$ cat src/rtl/core/tccw_pkg.sv
`timescale 1ns / 1ps
// ----------------------------------------------------------------------------
// tccw_pkg: shared definitions for the text console cursor writer
// Screen geometry, field widths, control codes and the result beat type.
// ----------------------------------------------------------------------------
package tccw_pkg;

  // screen geometry
  localparam int unsigned COLUMNS = 80;
  localparam int unsigned ROWS    = 25;

  // field widths
  localparam int unsigned COL_W  = 7;
  localparam int unsigned ROW_W  = 5;
  localparam int unsigned IDX_W  = 11;
  localparam int unsigned BYTE_W = 8;
  localparam int unsigned OP_W   = 2;

  // operation codes
  localparam logic [OP_W-1:0] OP_PUT_CHAR  = 2'd0;
  localparam logic [OP_W-1:0] OP_BACKSPACE = 2'd1;
  localparam logic [OP_W-1:0] OP_SET_COLOR = 2'd2;

  // configuration register indexes
  localparam logic REG_DEFAULT_COLOR = 1'b0;
  localparam logic REG_ERASE_COLOR   = 1'b1;

  // control and fill characters
  localparam logic [BYTE_W-1:0] CH_NEWLINE = 8'h0A;
  localparam logic [BYTE_W-1:0] CH_RETURN  = 8'h0D;
  localparam logic [BYTE_W-1:0] CH_TAB     = 8'h09;
  localparam logic [BYTE_W-1:0] CH_BLANK   = 8'h20;

  // tab stops every eight columns
  localparam int unsigned TAB_STEP = 8;

  // reset values of the configuration registers
  localparam logic [BYTE_W-1:0] DEFAULT_COLOR_RST = 8'd7;
  localparam logic [BYTE_W-1:0] ERASE_COLOR_RST   = 8'd240;

  // one result beat
  typedef struct packed {
    logic              write_valid;
    logic [IDX_W-1:0]  cell_index;
    logic [BYTE_W-1:0] cell_char;
    logic [BYTE_W-1:0] cell_attr;
    logic [COL_W-1:0]  cursor_col;
    logic [ROW_W-1:0]  cursor_row;
  } result_t;

endpackage

$ cat src/rtl/core/text_console_cursor_writer.sv
`timescale 1ns / 1ps
// ----------------------------------------------------------------------------
// text_console_cursor_writer: cursor and cell write generator for a text screen
// Tracks cursor and current color; turns each operation into one result beat.
// ----------------------------------------------------------------------------
// Usage
//   Input channel (in_valid / in_stall): op, char_code, color_value. A beat
//   is taken at a rising edge with in_valid high and in_stall low.
//   Output channel (out_valid / out_stall): one result beat per input beat,
//   in order: write_valid, cell_index, cell_char, cell_attr and the cursor
//   position after the operation.
//   Config port: cfg_write with cfg_index (0 default color, 1 erase color)
//   and cfg_data, written at any edge with cfg_write high.
// Timing
//   The cursor and color update is done in the cycle a beat is taken; the
//   result is registered in the output register, or in the skid register
//   while the output beat is held. One beat per cycle while out_stall is low.
// Reset (rst, synchronous, active high)
//   Cursor goes to row 0 column 0, current color and default color to 7,
//   erase color to 240; output and skid registers are emptied.
// Stall
//   A two-entry output stage (output register plus skid register) keeps
//   taking beats while a result waits; in_stall rises once both are full.
// ----------------------------------------------------------------------------
module text_console_cursor_writer (
  input  logic                                 clk,
  input  logic                                 rst,
  // configuration write port
  input  logic                                 cfg_write,
  input  logic                                 cfg_index,
  input  logic [tccw_pkg::BYTE_W-1:0]          cfg_data,
  // input channel
  input  logic                                 in_valid,
  output logic                                 in_stall,
  input  logic [tccw_pkg::OP_W-1:0]            op,
  input  logic [tccw_pkg::BYTE_W-1:0]          char_code,
  input  logic [tccw_pkg::BYTE_W-1:0]          color_value,
  // output channel
  output logic                                 out_valid,
  input  logic                                 out_stall,
  output logic                                 write_valid,
  output logic [tccw_pkg::IDX_W-1:0]           cell_index,
  output logic [tccw_pkg::BYTE_W-1:0]          cell_char,
  output logic [tccw_pkg::BYTE_W-1:0]          cell_attr,
  output logic [tccw_pkg::COL_W-1:0]           cursor_col,
  output logic [tccw_pkg::ROW_W-1:0]           cursor_row
);

  localparam int unsigned COL_X_W = tccw_pkg::COL_W + 1;
  localparam int unsigned ROW_X_W = tccw_pkg::ROW_W + 1;

  // configuration registers
  logic [tccw_pkg::BYTE_W-1:0] default_color;
  logic [tccw_pkg::BYTE_W-1:0] erase_color;

  // cursor state
  logic [tccw_pkg::COL_W-1:0]  col_pos, col_pos_next;
  logic [tccw_pkg::ROW_W-1:0]  row_pos, row_pos_next;
  logic [tccw_pkg::BYTE_W-1:0] active_color, active_color_next;

  // output stage
  tccw_pkg::result_t out_beat;
  tccw_pkg::result_t skid_beat;
  logic              skid_valid;
  tccw_pkg::result_t result_next;

  logic in_take;
  logic out_free;

  // intermediate cursor values; col_x, row_x and col_tab are one bit wider to see the wrap
  logic [COL_X_W-1:0]  col_x;
  logic [ROW_X_W-1:0]  row_x;
  logic [COL_X_W-1:0]  col_tab;
  logic [tccw_pkg::COL_W-1:0] col_back;

  assign in_take  = in_valid && !in_stall;
  assign out_free = !out_valid || !out_stall;
  assign in_stall = skid_valid;

  assign col_tab  = (COL_X_W'(col_pos) + COL_X_W'(tccw_pkg::TAB_STEP))
                    & ~COL_X_W'(tccw_pkg::TAB_STEP - 1);
  assign col_back = col_pos - tccw_pkg::COL_W'(1);

  // cursor update and result for one beat
  always_comb begin
    col_pos_next      = col_pos;
    row_pos_next      = row_pos;
    active_color_next = active_color;
    result_next       = '0;
    col_x             = COL_X_W'(col_pos);
    row_x             = ROW_X_W'(row_pos);
    case (op)
      tccw_pkg::OP_PUT_CHAR: begin
        case (char_code)
          tccw_pkg::CH_NEWLINE: begin
            col_x = '0;
            row_x = ROW_X_W'(row_pos) + ROW_X_W'(1);
          end
          tccw_pkg::CH_RETURN: begin
            col_x = '0;
          end
          tccw_pkg::CH_TAB: begin
            col_x = col_tab;
          end
          default: begin
            result_next.write_valid = 1'b1;
            result_next.cell_index  =
              tccw_pkg::IDX_W'(row_pos) * tccw_pkg::IDX_W'(tccw_pkg::COLUMNS)
              + tccw_pkg::IDX_W'(col_pos);
            result_next.cell_char   = char_code;
            result_next.cell_attr   = active_color;
            col_x = COL_X_W'(col_pos) + COL_X_W'(1);
          end
        endcase
        // line wrap, then screen wrap
        if (col_x >= COL_X_W'(tccw_pkg::COLUMNS)) begin
          col_x = '0;
          row_x = row_x + ROW_X_W'(1);
        end
        if (row_x >= ROW_X_W'(tccw_pkg::ROWS)) begin
          row_x = '0;
        end
        col_pos_next = col_x[tccw_pkg::COL_W-1:0];
        row_pos_next = row_x[tccw_pkg::ROW_W-1:0];
      end
      tccw_pkg::OP_BACKSPACE: begin
        if (col_pos != '0) begin
          col_pos_next            = col_back;
          result_next.write_valid = 1'b1;
          result_next.cell_index  =
            tccw_pkg::IDX_W'(row_pos) * tccw_pkg::IDX_W'(tccw_pkg::COLUMNS)
            + tccw_pkg::IDX_W'(col_back);
          result_next.cell_char   = tccw_pkg::CH_BLANK;
          result_next.cell_attr   = erase_color;
          active_color_next       = default_color;
        end
      end
      tccw_pkg::OP_SET_COLOR: begin
        active_color_next = color_value;
      end
      default: begin
        // unused code leaves the state alone
      end
    endcase
    result_next.cursor_col = col_pos_next;
    result_next.cursor_row = row_pos_next;
  end

  // configuration registers
  always_ff @(posedge clk) begin
    if (rst) begin
      default_color <= tccw_pkg::DEFAULT_COLOR_RST;
      erase_color   <= tccw_pkg::ERASE_COLOR_RST;
    end else if (cfg_write) begin
      if (cfg_index == tccw_pkg::REG_DEFAULT_COLOR) begin
        default_color <= cfg_data;
      end
      if (cfg_index == tccw_pkg::REG_ERASE_COLOR) begin
        erase_color <= cfg_data;
      end
    end
  end

  // cursor state
  always_ff @(posedge clk) begin
    if (rst) begin
      col_pos      <= '0;
      row_pos      <= '0;
      active_color <= tccw_pkg::DEFAULT_COLOR_RST;
    end else if (in_take) begin
      col_pos      <= col_pos_next;
      row_pos      <= row_pos_next;
      active_color <= active_color_next;
    end
  end

  // output register and skid register
  always_ff @(posedge clk) begin
    if (rst) begin
      out_valid  <= 1'b0;
      skid_valid <= 1'b0;
    end else begin
      if (skid_valid) begin
        if (out_free) begin
          out_valid  <= 1'b1;
          skid_valid <= 1'b0;
        end
      end else if (in_take) begin
        if (out_free) begin
          out_valid <= 1'b1;
        end else begin
          skid_valid <= 1'b1;
        end
      end else if (out_free) begin
        out_valid <= 1'b0;
      end
    end
  end

  // payload moves without reset
  always_ff @(posedge clk) begin
    if (skid_valid) begin
      if (out_free) begin
        out_beat <= skid_beat;
      end
    end else if (in_take) begin
      if (out_free) begin
        out_beat <= result_next;
      end else begin
        skid_beat <= result_next;
      end
    end
  end

  assign write_valid = out_beat.write_valid;
  assign cell_index  = out_beat.cell_index;
  assign cell_char   = out_beat.cell_char;
  assign cell_attr   = out_beat.cell_attr;
  assign cursor_col  = out_beat.cursor_col;
  assign cursor_row  = out_beat.cursor_row;

`ifndef SYNTHESIS
  // skid register is only filled behind a held output beat
  a_skid_behind_out: assert property (@(posedge clk) disable iff (rst)
    skid_valid |-> out_valid)
    else $error("skid register full with output register empty");

  // cursor stays on the screen
  a_cursor_range: assert property (@(posedge clk) disable iff (rst)
    (col_pos < tccw_pkg::COL_W'(tccw_pkg::COLUMNS)) &&
    (row_pos < tccw_pkg::ROW_W'(tccw_pkg::ROWS)))
    else $error("cursor outside the screen");

  // written cell lies inside the screen
  a_cell_range: assert property (@(posedge clk) disable iff (rst)
    (out_valid && write_valid) |->
      (cell_index < tccw_pkg::IDX_W'(tccw_pkg::COLUMNS * tccw_pkg::ROWS)))
    else $error("cell index outside the screen");

  // beats without a write carry zero cell fields
  a_no_write_zero: assert property (@(posedge clk) disable iff (rst)
    (out_valid && !write_valid) |->
      (cell_index == '0 && cell_char == '0 && cell_attr == '0))
    else $error("cell fields set on a beat without a write");

  // a full output stage stalls the input on the next cycle
  a_full_stalls: assert property (@(posedge clk) disable iff (rst)
    (in_take && out_valid && out_stall && !skid_valid) |=> in_stall)
    else $error("input not stalled with output stage full");
`endif

endmodule

$ cat config.mk
export PLATFORM = sky130hd
export DESIGN_NAME = text_console_cursor_writer
export DESIGN_NICKNAME = d
export VERILOG_FILES = /design/src/rtl/core/tccw_pkg.sv /design/src/rtl/core/text_console_cursor_writer.sv
export SDC_FILE = /design/constraint.sdc
export NUM_CORES = 1
export LEC_CHECK = 0
export ABC_AREA = 1
export BUFFER_PORTS_ARGS = -buffer_cell sky130_fd_sc_hd__clkbuf_2
export CELL_PAD_IN_SITES_DETAIL_PLACEMENT = 0
export CELL_PAD_IN_SITES_GLOBAL_PLACEMENT = 1
export CORE_UTILIZATION = 48
export DETAILED_ROUTE_END_ITERATION = 10
export PLACE_DENSITY_LB_ADDON = 0.1
export RECOVER_POWER = 100
export SYNTH_ARGS = -nofsm -noshare
export SYNTH_HDL_FRONTEND = slang
export SYNTH_SLANG_ARGS = --single-unit
$ cat constraint.sdc
create_clock -name clk -period 8.41 [get_ports clk]
set_input_delay 0.841 -clock clk [delete_from_list [all_inputs] [get_ports clk]]
set_output_delay 0.841 -clock clk [all_outputs]
set_load 0.01 [all_outputs]
==> results.md <==
Layout:
- The area growth from synthesis to layout is 14.65%.
- The layout net count is 830.
- The number of antenna cells inserted is 0.
- The number of fill cells in the layout is 1,234.
- Cells with a size suffix above 1 make up about an eighth of the layout.
- After routing the design area is 7139 µm².
- The number of non-filler instances in the completed layout is 959.
- The sequential cells in the finished layout cover a total of 3163 µm².
- Summing all multi-input logic gate instances after layout gives 2618 µm².

Clocking:
- Clock tree synthesis inserted a total of 17 buffers.
- The number of buffers added to fix hold violations after cts is 0.
- The CTS clock-pin slew for the worst setup and hold paths is 0.05 ns.
- The worst-case clock buffer depth is 2.
- Gates resized during post-CTS repair numbered 0.
- The number of setup buffers added after CTS is 0.
- TritonCTS built the clock tree.
- Counting every sink on the clock net gives 118.
- The clock latency at the later pin of the worst-skew pair is 0.42 ns.
- In this run the number of H-tree levels came out at 4.
- The CTS root buffer is clkbuf_16.

Routing:
- The pre-antenna-repair detailed-routing pass consisted of 5 iterations.
- The per-cell routed wire length is 15.80 µm.
- The DRC marker count from the first detailed-route iteration is 343.
- The routed length on met1 is 7.288 mm.
- In the routed design, unresolved DRC markers number 0.
- The highest signal layer in the routed design is met4.
- In the routed layout, each cell is associated on average with a via count of 5.176.
- The remaining antenna violation count is 0.
- Summed over all nets, wire length on met2 after detailed routing comes to between 6 and 7 mm.
- The routed layout has 4,964 vias.
- The total detailed-routing wirelength is 15.15 mm.
- The length of routed met3 wiring is 667 µm.

Placement:
- Once placement completed, the tool counted placed cells totaling 927.
- The number of input and output port buffers inserted is 73.
- The sum of net half-perimeters after detailed placement is 10.44 mm.
- Once placement finished, the instance area stood at 6754 µm².
- The routability congestion estimate from global placement is 0.8721.

Worst setup path:
- The kind of start point of the critical path is a register.
- Traced cell by cell, the critical path runs through clkinv_1 > clkbuf_1 > nand2_1 > clkbuf_1 > nor2_1 > clkbuf_1.
- The critical path's most frequent cell is clkbuf_1.
- STA puts the critical path data arrival time at 5.47 ns.
- The setup slack on the worst flop-to-flop path is between 2 and 3 ns.
- On the critical path, the stage with the largest delay is an instance of nor2_1.
- Of all nets on the critical path, the largest fanout is 42.
- The largest single stage delay on the critical path is about 1.6 ns.
- STA classifies the critical path endpoint as a register.
- The critical path is of the reg -> reg type.
- The data required time of the worst path is between 8 and 9 ns.

Power and ir drop:
- Of the total power, registers draw 43.5%.
- Power spread over the standard cell area amounts to 223.2 nW/µm².
- The analysis attributes to net switching a power of 0.0004189 W.
- VDD sags by at most 0.1179 mV.
- In this run the static leakage power is 3.170 nW.
- The internal power of the cells totals around 0.0012 W.
- Net switching is 26.28% of the power.
- Per report_power, the combinational group accounts for 13.7% of the total.
- The clock group share of total power is 42.8%.

Floorplanning:
- In this run the horizontal extent of the chip is ~120 µm.
- The die covers 13,430 µm².
- During I/O placement, the number of pins put on the boundary was 74.
- The standard-cell row count is 41.
- The floorplan step defined a core boundary enclosing 12,620 µm².
- For this configuration, the core starts out at a cell density of 49.35%.
- Measured along the y axis, the die boundary spans 115.9 µm.

Timing:
- Final hold analysis gives a worst-case slack of around 0.46 ns.
- The tightest slew margin relative to the limit is -63.40%.
- For the final routed database, the setup TNS stands at 0 ns.
- The max-slew violation count was 149.
- The post-layout minimum cycle time is 5.441 ns.
- At the pin with the least slew margin, the transition time is ~2.5 ns.
- Between clock sinks in the finished design, the worst skew comes to just under 0.007 ns.
- The highest clock rate is 183.8 MHz.
- Setup repair after global routing left no endpoint under its margin.
- The count of endpoints failing hold in the final timing report is 0.
- The portion of the clock cycle consumed by the worst path in the final layout is 64.69%.
- Setup violations remaining at the end of the flow were counted as 0.

Yosys:
- In this run, synthesis produced a sequential element count of around 120.
- Each instance of the synthesized netlist takes up on average 8.871 µm².
- The top-area cell type share of the netlist area is between 30% and 40%.
- The net count after synthesis is 758.
- The total number of yosys warnings is 0.
- For this run, asynchronously set or reset flops after synthesis account for 0%.
- Counting every instance in the synthesized netlist gives 702.
- After synthesis, the cell types taking the most area are edfxtp_1 (39%), nand2_1 (13%), dfxtp_1 (12%).
- The cell area that synthesis handed to floorplanning was 6227 µm².
- The sequential element share of the synthesized area is around 51%.
- The synthesized design spends more area on one cell type than any other, namely edfxtp_1.
- The number of synthesized flops with an enable pin is 80.
- By count the netlist is led by nand2_1 (217), edfxtp_1 (80), inv_1 (55).
- The most used flip-flop cell after synthesis is edfxtp_1.
- After synthesis, the netlist uses 45 different library cells.
- The cell with the most instances after synthesis is nand2_1.

GRT:
- The total overflow left after global routing is 0.
- Entering global routing, the biggest net connects 43 pins.
- The via count of the first global-routing pass is 4,670.
- The overall fraction of global-route tracks in use is 24.24%.
- The number of antenna violations at the first check in global routing came to 0.
- The wire length of the first global-routing pass is 23.92 mm.

Status:
- The final reports fail on max-capacitance violations, max-slew violations.
- The flow ran to the end, but the final reports show violations.

Job:
- The count of maximum capacitance violations is 4.

Worst hold path:
- The type of the most critical hold path is reg -> reg.
-- per-stage QoR --
step / worst slack, ns / util (%) / power (W)
floorplan: 5.047 / - / 0.0008545
global placement: 4.386 / 53.52 / 0.0009275
detailed placement: 4.260 / 53.52 / 0.0009321
CTS: 4.673 / 57.99 / 0.001617
global route: 2.543 / 56.57 / 0.001665
finish: 2.969 / 56.57 / 0.001594
-- kinds of logic after synthesis --
family | share of synthesized area (%)
AO/OA/AOI/OAI | 10.19
XOR/XNOR | 2.230
adder cells (fa/ha/maj) | 5.184
buffers and inverters | 5.807
flip-flops | 50.79
AND/OR/NAND/NOR | 25.80
-- cells in the final DEF, fill, tap and decap left out, types with 3 or more instances in the layout --
cell,netlist,routed
edfxtp_1,80,80
a21oi_1,25,24
nand2_4,6,5
inv_1,55,55
a31oi_1,7,7
a22o_1,10,10
clkbuf_1,18,53
nand3_2,9,3
nor3_1,3,3
clkinv_1,3,4
nor2_4,6,4
clkbuf_16,0,18
clkbuf_2,0,28
inv_2,9,9
nand2_1,217,220
nand2_2,11,9
nor2_1,52,55
xor2_1,10,10
dfxtp_1,38,38
nand3_1,43,49
ha_1,21,21
xnor2_1,4,4
clkinv_2,0,5
o311ai_0,3,6
fa_1,3,3
o21ai_0,40,40
-- metal layers --
metal,GRT usage [%],vias to the layer above
li1,-,2495
met1,32.91,2317
met2,37.10,129
met3,4.916,23
met4,11.62,0
met5,0,-
-- critical path, delay by kind of cell, from the launching register on --
| kind | cells | cell delay [ns] |
|---|---|---|
| DFF | 1 | 0.31 |
| buffers and inverters | 4 | 3.07 |
| and+or+nand+nor | 2 | 1.66 |
-- sequential cells by signal (all words and copies together), names as in the netlist, 5 cells and up --
name           flops
row_pos            5
cell_index        11
cell_char          8
col_pos            7
skid_beat         40
cursor_col         7
cursor_row         5
default_color      8
erase_color        8
active_color       8
cell_attr          8
-- path summary, 6_finish.rpt --
check	startpoint	end	cells past startpoint
setup reg to reg	in_stall$_SDFF_PP0_	skid_beat[31]$_DFFE_PP_	6
hold / removal	default_color[2]$_SDFFE_PP1P_	default_color[2]$_SDFFE_PP1P_	2
hold reg to reg	default_color[2]$_SDFFE_PP1P_	default_color[2]$_SDFFE_PP1P_	2
setup / recovery	in_stall$_SDFF_PP0_	skid_beat[31]$_DFFE_PP_	6
-- power by group through the flow --
stage	Combinational, W	Clock, W	Sequential [W]
after global placement	0.000224	0	0.000704
after floorplan	0.000148	0	0.000707
after global routing	0.000247	0.000720	0.000698
after detailed placement	0.000228	0	0.000704
final	0.000218	0.000682	0.000694
after CTS	0.000230	0.000694	0.000693
-- layout make-up --
type	instances	area share, %
Multi-Input combinational cell	492	36.66
Timing Repair Buffer	78	4.592
Clock inverter	9	1.052
Tap cell	172	3.014
Sequential cell	118	44.30
Inverter	67	3.523
Clock buffer	23	6.852
Note: power is estimated with default switching activity, not from simulation.
